$ cat config.mk
export PLATFORM = sky130hd
export DESIGN_NAME = ipv4_dest_rewrite_checksum
export DESIGN_NICKNAME = d
export VERILOG_FILES = /design/src/ipv4dr_pkg.sv /design/src/ipv4dr_ram.sv /design/src/ipv4dr_cfg.sv /design/src/ipv4_dest_rewrite_checksum.sv
export SDC_FILE = /design/constraint.sdc
export NUM_CORES = 1
export LEC_CHECK = 0
export BUFFER_PORTS_ARGS = -buffer_cell sky130_fd_sc_hd__buf_2
export CELL_PAD_IN_SITES_DETAIL_PLACEMENT = 2
export CELL_PAD_IN_SITES_GLOBAL_PLACEMENT = 2
export CORE_MARGIN = 4
export CORE_UTILIZATION = 50
export CTS_BUF_LIST = sky130_fd_sc_hd__clkbuf_16
export DETAILED_ROUTE_END_ITERATION = 6
export MAX_ROUTING_LAYER = met4
export PLACE_DENSITY = 0.82
export SKIP_CTS_REPAIR_TIMING = 1
export SYNTH_ARGS = -nofsm -noshare
export SYNTH_HDL_FRONTEND = slang
export SYNTH_SLANG_ARGS = --single-unit
$ cat constraint.sdc
create_clock -name clk -period 16.8 [get_ports clk]
set_input_delay 0.84 -clock clk [delete_from_list [all_inputs] [get_ports clk]]
set_output_delay 0.84 -clock clk [all_outputs]
set_load 0.05 [all_outputs]
$ cat src/ipv4dr_pkg.sv
// ----------------------------------------------------------------------------
// ipv4dr_pkg
// Shared types and constants for the IPv4 destination rewrite block.
// ----------------------------------------------------------------------------
`default_nettype none

package ipv4dr_pkg;

	localparam int MAX_HEADER_WORDS = 30;
	localparam int MIN_HEADER_WORDS = 10;
	localparam int CKSUM_WORD       = 5;
	localparam int DST_HI_WORD      = 8;
	localparam int DST_LO_WORD      = 9;

	localparam int WORD_W = 16;
	localparam int CNT_W  = $clog2(MAX_HEADER_WORDS + 1);
	localparam int ADDR_W = $clog2(MAX_HEADER_WORDS);
	localparam int SUM_W  = 21;
	localparam int DATA_W = 32;
	localparam int PADDR_W = 2;

	// register byte addresses
	localparam logic [PADDR_W-1:0] REG_NEW_DEST = 2'd0;

	typedef struct packed {
		logic [WORD_W-1:0] in_word;
		logic              in_last;
	} in_item_t;

	typedef struct packed {
		logic [WORD_W-1:0] out_word;
		logic              out_last;
		logic              malformed;
	} out_item_t;

endpackage

`default_nettype wire

$ cat src/ipv4dr_ram.sv
// ----------------------------------------------------------------------------
// ipv4dr_ram
// Generic single-write, single-read synchronous RAM with registered read.
// ----------------------------------------------------------------------------
`default_nettype none

module ipv4dr_ram #(
	parameter int WIDTH = 16,
	parameter int DEPTH = 30
) (
	input  wire logic                     clk,
	input  wire logic                     we,
	input  wire logic [$clog2(DEPTH)-1:0] waddr,
	input  wire logic [WIDTH-1:0]         wdata,
	input  wire logic                     re,
	input  wire logic [$clog2(DEPTH)-1:0] raddr,
	output logic      [WIDTH-1:0]         rdata
);

	logic [WIDTH-1:0] mem [DEPTH];

	always_ff @(posedge clk) begin
		if (we) begin
			mem[waddr] <= wdata;
		end
		if (re) begin
			rdata <= mem[raddr];
		end
	end

endmodule

`default_nettype wire

$ cat src/ipv4dr_cfg.sv
// ----------------------------------------------------------------------------
// ipv4dr_cfg
// APB register file holding the replacement destination address.
// ----------------------------------------------------------------------------
`default_nettype none

module ipv4dr_cfg (
	input  wire logic                            clk,
	input  wire logic                            arst_n,
	input  wire logic                            psel,
	input  wire logic                            penable,
	input  wire logic                            pwrite,
	input  wire logic [ipv4dr_pkg::PADDR_W-1:0]  paddr,
	input  wire logic [ipv4dr_pkg::DATA_W-1:0]   pwdata,
	output logic      [ipv4dr_pkg::DATA_W-1:0]   prdata,
	output logic                                 pready,
	output logic      [ipv4dr_pkg::DATA_W-1:0]   new_dest
);

	import ipv4dr_pkg::*;

	logic [DATA_W-1:0] dest_q;
	logic              wr_en;

	assign pready = 1'b1;
	assign wr_en  = psel & penable & pwrite & (paddr == REG_NEW_DEST);

	always_ff @(posedge clk or negedge arst_n) begin
		if (!arst_n) begin
			dest_q <= '0;
		end else if (wr_en) begin
			dest_q <= pwdata;
		end
	end

	always_comb begin
		case (paddr)
			REG_NEW_DEST: prdata = dest_q;
			default:      prdata = '0;
		endcase
	end

	assign new_dest = dest_q;

endmodule

`default_nettype wire

$ cat src/ipv4_dest_rewrite_checksum.sv
// ----------------------------------------------------------------------------
// ipv4_dest_rewrite_checksum
// IPv4 header destination rewrite with Internet checksum regeneration.
// ----------------------------------------------------------------------------
// Header words are taken one per cycle while busy is low and written into a
// 30-entry header RAM. The transfer with in_last high closes the header;
// busy then stays high through a checksum state and an emit state that reads
// one stored word per cycle, the rate set by the single read port of the
// header RAM. Results leave on consecutive cycles, each valid for one cycle
// under strobe, the first one once the checksum state and the registered RAM
// read have passed. The receiver cannot stall. The next header may start in
// the cycle that shows the last result.
// ----------------------------------------------------------------------------
`default_nettype none

module ipv4_dest_rewrite_checksum (
	input  wire logic                            clk,
	input  wire logic                            arst_n,
	input  wire logic                            start,
	output logic                                 busy,
	input  wire ipv4dr_pkg::in_item_t            in_item,
	output logic                                 strobe,
	output ipv4dr_pkg::out_item_t                result,
	input  wire logic                            psel,
	input  wire logic                            penable,
	input  wire logic                            pwrite,
	input  wire logic [ipv4dr_pkg::PADDR_W-1:0]  paddr,
	input  wire logic [ipv4dr_pkg::DATA_W-1:0]   pwdata,
	output logic      [ipv4dr_pkg::DATA_W-1:0]   prdata,
	output logic                                 pready
);

	import ipv4dr_pkg::*;

	localparam logic [1:0] ST_LOAD = 2'd0;
	localparam logic [1:0] ST_CALC = 2'd1;
	localparam logic [1:0] ST_EMIT = 2'd2;

	logic [1:0]        state_q;
	logic [CNT_W-1:0]  count_q;
	logic [CNT_W-1:0]  n_q;
	logic [SUM_W-1:0]  sum_q;
	logic              ovf_q;
	logic              bad_q;
	logic [WORD_W-1:0] cks_q;
	logic [ADDR_W-1:0] rd_idx_q;
	logic              valid_s1;
	logic [ADDR_W-1:0] idx_s1;

	logic [DATA_W-1:0] new_dest;
	logic [WORD_W-1:0] dst_hi, dst_lo;
	logic              accept, room, skip_sum;
	logic [CNT_W-1:0]  n_next;
	logic              ram_we, ram_re;
	logic [WORD_W-1:0] ram_rdata;
	logic [SUM_W+1:0]  full_sum;
	logic [WORD_W:0]   fold1;
	logic [WORD_W-1:0] fold2;

	ipv4dr_cfg u_cfg (
		.clk      (clk),
		.arst_n   (arst_n),
		.psel     (psel),
		.penable  (penable),
		.pwrite   (pwrite),
		.paddr    (paddr),
		.pwdata   (pwdata),
		.prdata   (prdata),
		.pready   (pready),
		.new_dest (new_dest)
	);

	assign dst_hi = new_dest[DATA_W-1:WORD_W];
	assign dst_lo = new_dest[WORD_W-1:0];

	assign busy   = (state_q != ST_LOAD);
	assign accept = start & ~busy;
	assign room   = (count_q < CNT_W'(MAX_HEADER_WORDS));
	assign n_next = room ? count_q + CNT_W'(1) : count_q;
	// checksum and destination words are left out of the running sum
	assign skip_sum = (count_q == CNT_W'(CKSUM_WORD)) || (count_q == CNT_W'(DST_HI_WORD)) ||
		(count_q == CNT_W'(DST_LO_WORD));

	assign ram_we = accept & room;
	assign ram_re = (state_q == ST_EMIT);

	ipv4dr_ram #(
		.WIDTH (WORD_W),
		.DEPTH (MAX_HEADER_WORDS)
	) u_ram (
		.clk   (clk),
		.we    (ram_we),
		.waddr (count_q[ADDR_W-1:0]),
		.wdata (in_item.in_word),
		.re    (ram_re),
		.raddr (rd_idx_q),
		.rdata (ram_rdata)
	);

	// add in the new address halves where present, then fold twice
	always_comb begin
		full_sum = {2'b00, sum_q};
		if (n_q > CNT_W'(DST_HI_WORD)) begin
			full_sum = full_sum + (SUM_W+2)'(dst_hi);
		end
		if (n_q > CNT_W'(DST_LO_WORD)) begin
			full_sum = full_sum + (SUM_W+2)'(dst_lo);
		end
		fold1 = (WORD_W+1)'(full_sum[SUM_W+1:WORD_W]) + {1'b0, full_sum[WORD_W-1:0]};
		fold2 = fold1[WORD_W-1:0] + WORD_W'(fold1[WORD_W]);
	end

	always_ff @(posedge clk or negedge arst_n) begin
		if (!arst_n) begin
			state_q  <= ST_LOAD;
			count_q  <= '0;
			n_q      <= '0;
			sum_q    <= '0;
			ovf_q    <= 1'b0;
			bad_q    <= 1'b0;
			cks_q    <= '0;
			rd_idx_q <= '0;
			valid_s1 <= 1'b0;
			idx_s1   <= '0;
		end else begin
			valid_s1 <= ram_re;
			idx_s1   <= rd_idx_q;
			case (state_q)
				ST_LOAD: begin
					if (accept) begin
						if (room) begin
							count_q <= n_next;
							if (!skip_sum) begin
								sum_q <= sum_q + SUM_W'(in_item.in_word);
							end
						end else begin
							ovf_q <= 1'b1;
						end
						if (in_item.in_last) begin
							n_q     <= n_next;
							state_q <= ST_CALC;
						end
					end
				end
				ST_CALC: begin
					cks_q    <= ~fold2;
					bad_q    <= ovf_q || (n_q < CNT_W'(MIN_HEADER_WORDS));
					count_q  <= '0;
					sum_q    <= '0;
					ovf_q    <= 1'b0;
					rd_idx_q <= '0;
					state_q  <= ST_EMIT;
				end
				ST_EMIT: begin
					rd_idx_q <= rd_idx_q + ADDR_W'(1);
					if (CNT_W'(rd_idx_q) + CNT_W'(1) == n_q) begin
						state_q <= ST_LOAD;
					end
				end
				default: begin
					state_q <= ST_LOAD;
				end
			endcase
		end
	end

	// rewritten fields are substituted on the way out of the RAM
	always_comb begin
		result.out_last  = (CNT_W'(idx_s1) + CNT_W'(1) == n_q);
		result.malformed = bad_q;
		if (idx_s1 == ADDR_W'(CKSUM_WORD)) begin
			result.out_word = cks_q;
		end else if (idx_s1 == ADDR_W'(DST_HI_WORD)) begin
			result.out_word = dst_hi;
		end else if (idx_s1 == ADDR_W'(DST_LO_WORD)) begin
			result.out_word = dst_lo;
		end else begin
			result.out_word = ram_rdata;
		end
	end

	assign strobe = valid_s1;

endmodule

`default_nettype wire
-- Word-level counts from Yosys, hierarchy flattened
Memory sizes are Yosys's and may differ from the RTL's. A register that Yosys moved wholly into a read port is not among the register bits.
Cells that the tools add are included.
- memories: 1
- register bits after elaboration: 94
- memory bits (writable): 480
- output and inout bits: 53
- logic and storage cells: 84
- memories (memory ; words ; bits a word ; read ports ; clocked after Yosys merged registers in ; wr ports ; line ; source):
    u_ram.mem ; 30 ; 16 ; 1 ; 1 ; 1 ; ipv4dr_ram.sv:20 ; logic [WIDTH-1:0] mem [DEPTH];
- equality and inequality tests: 16
- bitwise gates (word level): 7
- $add $sub $neg: 8
- multiplexer cells: 24
- magnitude comparators: 4
- reductions and logical operators: 13
- operators with widths (cell ; number):
    $mux W21 ; 3
    $mux W16 ; 3
    $pmux W21 S2 ; 1
    $mux W32 ; 1
    $add A23 B16 Y23 ; 1
    $mux W23 ; 1
    $add A21 B16 Y22 ; 1
    $mux W22 ; 1
    $add A21 B16 Y21 ; 1
    $eq A5 B4 Y1 const B ; 4
    $pmux W5 S2 ; 2
    $add A7 B16 Y17 ; 1
    $add A16 B1 Y16 ; 1
    $not A16 Y16 ; 1
    $add A5 B1 Y5 const B ; 3
    $mux W5 ; 3
    $reduce_and A3 Y1 ; 4
    $eq A5 B3 Y1 const B ; 2
    $eq A5 B5 Y1 ; 2
    $gt A5 B4 Y1 const B ; 2
    $ne A2 B2 Y1 const B ; 5
    $mux W2 ; 3
    $pmux W2 S3 ; 1
    $reduce_bool A2 Y1 ; 3
    other kinds (12) ; 22

-- Logic depth before layout (Yosys ltp)
- depth after elaboration: 7
- mapped depth: 41

-- Modules after synthesis
From an unflattened synthesis, not the netlist that was laid out.
- cell total of the unflattened synthesis: 1890
- area total of the unflattened synthesis: 27645.3 um^2
- modules (own cells, without submodules) (module ; cells each ; instances ; area an instance (um^2)):
    ipv4dr_ram ; 941 ; 1 ; 19293.5
    ipv4_dest_rewrite_checksum ; 842 ; 1 ; 6766.5
    ipv4dr_cfg ; 107 ; 1 ; 1585.3

-- Least setup slack after synthesis
Ideal clock, no wire load.
- path type: reg-to-reg
- from: register n_q[4]
- to: register cks_q[14]
- path slack: 9.295 ns
- library setup time: 0.137 ns
- clock period less this slack: 7.505 ns
- cell stages (with the launch flop): 37
- arrival time: 7.368 ns
- path buffers: 4
- cell sequence: dfrtp_1 -> buf_2 -> nor4_2 -> or2_1 -> buf_4 -> buf_2 -> buf_1 -> o21ai_0 -> ha_1 -> o211ai_1 -> o211ai_2 -> a31oi_1 -> o21ai_1 -> a2111oi_0 -> nor3_1 -> a21oi_1 -> or3_1 -> maj3_2 -> nor2_2 -> xor2_1 -> ha_1 -> o21a_1 -> o31a_1 -> o31a_1 -> nor2_1 -> o31a_2 -> or4_1 -> nor2_1 -> ha_1 -> ha_1 -> nand2_1 -> nor3_1 -> and3_1 -> nand3_2 -> a2111oi_4 -> xor2_1 -> a21oi_1
- longest elaborated chain between the ends: 7
- elaborated cells on any way between the ends: 8
- classes of those cells: add/sub: 3; order compare: 2; mux: 2; bitwise: 1
- RTL lines (element ; line ; source):
    start, declared ; ipv4_dest_rewrite_checksum.sv:41 ; logic [CNT_W-1:0] n_q;
    start signal, assigned ; ipv4_dest_rewrite_checksum.sv:140 ; n_q <= n_next;
    $gt A5 B4 Y1 ; ipv4_dest_rewrite_checksum.sv:103 ; if (n_q > CNT_W'(DST_HI_WORD)) begin
    $mux W22 ; ipv4_dest_rewrite_checksum.sv:103 ;
    $add A23 B16 Y23 ; ipv4_dest_rewrite_checksum.sv:107 ; full_sum = full_sum + (SUM_W+2)'(dst_lo);
    $mux W23 * ; ipv4_dest_rewrite_checksum.sv:106 ; if (n_q > CNT_W'(DST_LO_WORD)) begin
    $add A7 B16 Y17 * ; ipv4_dest_rewrite_checksum.sv:109 ; fold1 = (WORD_W+1)'(full_sum[SUM_W+1:WORD_W]) + {1'b0, full_sum[WORD_W-1:0]};
    $add A16 B1 Y16 * ; ipv4_dest_rewrite_checksum.sv:110 ; fold2 = fold1[WORD_W-1:0] + WORD_W'(fold1[WORD_W]);
    $not A16 Y16 * ; ipv4_dest_rewrite_checksum.sv:146 ; cks_q <= ~fold2;
    end signal, assigned ; ipv4_dest_rewrite_checksum.sv:146 ;
    end, declared ; ipv4_dest_rewrite_checksum.sv:45 ; logic [WORD_W-1:0] cks_q;
Mark *: on every way between the ends. The rest lies on a longest branch, timed or not.
A chain may end at the register's enable or synchronous reset.

-- Worst setup path after layout
- from: register sum_q[0]
- to: register cks_q[14]
- longest elaborated chain between the ends: 7
- RTL lines (element ; line ; source):
    start, declared ; ipv4_dest_rewrite_checksum.sv:42 ; logic [SUM_W-1:0] sum_q;
    start signal, assigned ; ipv4_dest_rewrite_checksum.sv:134 ; sum_q <= sum_q + SUM_W'(in_item.in_word);
    $add A21 B16 Y22 ; ipv4_dest_rewrite_checksum.sv:104 ; full_sum = full_sum + (SUM_W+2)'(dst_hi);
    $mux W22 * ; ipv4_dest_rewrite_checksum.sv:103 ;
    $add A23 B16 Y23 ; ipv4_dest_rewrite_checksum.sv:107 ;
    $mux W23 * ; ipv4_dest_rewrite_checksum.sv:106 ;
    $add A7 B16 Y17 * ; ipv4_dest_rewrite_checksum.sv:109 ;
    $add A16 B1 Y16 * ; ipv4_dest_rewrite_checksum.sv:110 ;
    $not A16 Y16 * ; ipv4_dest_rewrite_checksum.sv:146 ;
Marks and branches as above.

==> summary.md <==
| Metric | Value |
|---|---|
| Instance count of the mapped netlist | `1744` |
| Net count, final | `~2.0k` |
| Worst path max stage delay | `0.76 ns` |
| Total Power | `approximately 5 mW` |
| NetSw | `1.91 mW` |
| Post-Route Setup TNS | `0 ns` |
| Clock tree from TritonCTS | `done` |
| Number of hold violations in the final report | `0` |
| EDFF count, synth | `496` |
| Post-route worst setup slack | `7.54 ns` |
| Number of placement rows | `84` |
| Slowest cell on the critical path | `sky130_fd_sc_hd__a2111oi_0` |
| Area Growth Syn to Fin | `13.1%` |
| Worst hold slack across all endpoints | `between 0.15 and 0.2 ns` |
| Total routing resource utilization after global routing | `37.1%` |
| Worst setup slack after placement | `just over 8 ns` |
| Final Max Tran Viols | `0` |
| Clock buffers created by TritonCTS | `60` |
| Latest clock arrival within the worst-skew pair | `~0.7 ns` |
| Data arrival, critical path | `~10 ns` |
| Wire length reported by the detailed router | `110000 um` |
| Wire length of the first global-routing pass | `approximately 150000 um` |
| Part of the cycle the worst path needs | `55.1%` |
| Slew at the pin with the worst max-slew slack | `1.27 ns` |
| Internal portion of total power | `3.09 mW` |
| Routability-driven placement congestion ratio | `approximately 0.94` |
| Startpoint of the lowest-slack register-to-register path | `sum_q[0]$_DFFE_PN0P_` |
| Sequential share of power | `37.7%` |
| Peak supply drop | `between 0.09 and 0.1 mV` |
| Outcome | `finished clean` |
| Highest attainable clock frequency | `108 MHz` |
| Total via count in the routed design | `approximately 18k` |
| Detailed-placement wirelength estimate | `approximately 61000 um` |
| Top FF cell, synth | `sky130_fd_sc_hd__edfxtp_1` |
| Sort of element at the end of the critical path | `register` |
| Drt first-iter violations | `2568` |
| Fraction of layout instances using a drive strength above 1 | `25.8%` |
| # clock sinks | `590` |
| Reg-to-reg setup timing slack | `7.54 ns` |
| Syn Area/Cell | `between 15 and 20 sq um` |
| Logic depth of the worst register-to-register path | `36` |
| Die Span Y | `241 um` |
| Relative contribution of the clock network to total power | `28.9%` |
| First-pass DRT Iterations | `5` |
| Share of synthesized registers carrying an async set or reset | `between 10% and 20%` |
| Final Critical Period | `9.26 ns` |
| Number of buffers between clock root and the deepest sink | `3` |
| Distinct cell type count after synthesis | `85` |
| # DRC | `0` |
| Die X-Extent | `241 um` |
| Core area | `53100 sq um` |
| Maximum number of pins on one net before global-route repair | `67` |
| Data required time at the worst endpoint | `between 15 and 20 ns` |
| Buffers on Ports | `roughly 110` |
| Number of warnings reported in the yosys synthesis log | `0` |
| Launching element type of the critical path | `register` |
| Antenna violations before repair | `7` |
| Nets in the synthesized netlist | `around 1.9k` |
| Sw Ratio | `between 30% and 40%` |
| Number of global-route vias before repair | `19.0k` |
| Final setup violation count | `0` |
| Final Util | `57.6%` |
| Startpoint-to-endpoint class of the critical path | `register to register` |
| GRT Residual Overflow | `0` |
| Top-level port count | `110` |
| Root Buffer Master | `sky130_fd_sc_hd__clkbuf_16` |
| Relative contribution of combinational cells to total power | `33.4%` |
| Seq/Total Area, Yosys | `63.8%` |
| Per-cell via count in the routed design | `7.02` |
| Area of the die | `between 50000 and 60000 sq um` |
| Post-synthesis cell area | `27100 sq um` |
| Worst hold path type | `input pin to async pin` |
| Worst clock skew | `0.0732 ns` |
| Register clock-pin slew on the reported worst setup and hold paths | `0.07 ns` |
| Max H-tree Level | `2` |
| # Max-Cap Violations | `0` |
| Number of nets still failing antenna checks after routing | `0` |
| Initial core utilization | `51.0%` |
| Remaining max-slew budget at the tightest pin | `~15%` |
| Ratio of total power to cell area | `163 nW/um^2` |
| Worst reg2reg path endpoint | `cks_q[14]$_DFFE_PN0P_` |
| Register bit count reported by yosys | `590` |
| Leak pwr | `10.8 nW` |
| Detail-routed net length per standard cell | `41.8 um` |
| RSZ-0062 raised after global routing | `false` |
| Maximum fanout encountered on the critical timing path | `5` |
[synthesized netlist by cell type (all sizes together) (26+ instances only)]
cell	instances	area, sq um
a21oi	63	315
and2	33	206
buf	26	116
clkbuf	53	200
dfrtp	94	2350
edfxtp	496	14900
ha	68	851
inv	50	188
mux2	54	612
mux4	144	3240
nand2	153	574
nand3	28	150
nor2	100	385
o21ai	92	479
xnor2	37	332
xor2	34	313
[final cells by class]
class / count / area, sq um
well taps: 688 / 861
multi-input cells: 1024 / 9370
clock buffers: 61 / 1530
clock inverters: 51 / 448
flip-flops and latches: 590 / 17300
inverters: 51 / 191
fillers: 4579 / 22500
diodes: 9 / 22.5
repair buffers: 158 / 918
[worst max path at each step]
stage | start | to | slack [ns] | depth (start not counted)
final | sum_q[0]$_DFFE_PN0P_ | cks_q[14]$_DFFE_PN0P_ | 7.54 | 36
after global placement | sum_q[0]$_DFFE_PN0P_ | cks_q[14]$_DFFE_PN0P_ | 8.42 | 36
after CTS | sum_q[0]$_DFFE_PN0P_ | cks_q[14]$_DFFE_PN0P_ | 7.82 | 36
after detailed placement | sum_q[0]$_DFFE_PN0P_ | cks_q[14]$_DFFE_PN0P_ | 8.04 | 36
after floorplan | n_q[4]$_DFFE_PN0P_ | cks_q[14]$_DFFE_PN0P_ | 9.30 | 36
after global routing | sum_q[0]$_DFFE_PN0P_ | cks_q[14]$_DFFE_PN0P_ | 6.96 | 36
[state kept, by name, indices dropped and copies added, names as in the netlist]
signal	cells
ovf_q	1
state_q	2
u_cfg.new_dest	32
bad_q	1
u_ram.mem	480
cks_q	16
strobe	1
idx_s1	5
n_q	5
sum_q	21
count_q	5
u_ram.rdata	16
rd_idx_q	5
[power by group through the flow]
stage | clock [mW] | sequential [mW] | combinational (mW)
after floorplan | 0 | 1.80 | 1.11
after global placement | 0 | 1.88 | 1.43
after detailed placement | 0 | 1.89 | 1.54
after CTS | 1.41 | 1.87 | 1.62
after global routing | 1.51 | 1.89 | 1.76
final | 1.45 | 1.88 | 1.67
[logic make-up after synthesis]
group	count (synthesis)	synth area share [%]
AOI/OAI and AO/OA	270	6.65
adders and majority gates	73	3.48
muxes	223	15.2
buffers and inverters	130	1.88
other	2	0.0278
and+or+nand+nor	385	6.60
DFF	590	63.8
xor gates and xnor gates	71	2.38
[layout by cell type (no fill, tap or decap), types with 59 or more instances in the layout]
| cell | synthesis | routed |
|---|---|---|
| sky130_fd_sc_hd__a21oi_1 | 63 | 62 |
| sky130_fd_sc_hd__buf_2 | 3 | 107 |
| sky130_fd_sc_hd__clkbuf_16 | 0 | 61 |
| sky130_fd_sc_hd__dfrtp_1 | 94 | 92 |
| sky130_fd_sc_hd__edfxtp_1 | 496 | 496 |
| sky130_fd_sc_hd__ha_1 | 68 | 68 |
| sky130_fd_sc_hd__inv_1 | 47 | 59 |
| sky130_fd_sc_hd__mux4_2 | 144 | 144 |
| sky130_fd_sc_hd__nand2_1 | 153 | 153 |
| sky130_fd_sc_hd__nor2_1 | 98 | 82 |
| sky130_fd_sc_hd__o21ai_0 | 79 | 79 |
[metrics by stage]
stage	std cells	area, sq um
6_report	2632	30600
5_1_grt	2632	30600
4_1_cts	2623	30600
3_5_place_dp	2511	28600
3_3_place_gp	2511	28600
2_1_floorplan	1744	27100
[per-layer routing]
metal | vias to the layer above | wire [um] | GRT usage [%]
li1 | 7025 | - | -
met1 | 9760 | 39600 | 44.5
met2 | 1405 | 54600 | 61.6
met3 | 290 | 10100 | 7.50
met4 | 0 | 5710 | 16.2
met5 | - | 0 | -
[worst max-delay path, delay by kind of cell (launching register included)]
family / cells / cell delay [ns]
compound gates: 12 / 3.51
xor+xnor: 3 / 0.54
fa+ha+maj: 6 / 1.88
buf+inv: 2 / 0.19
flops: 1 / 0.42
simple gates: 13 / 2.51
(Power assumes the default switching activity.)
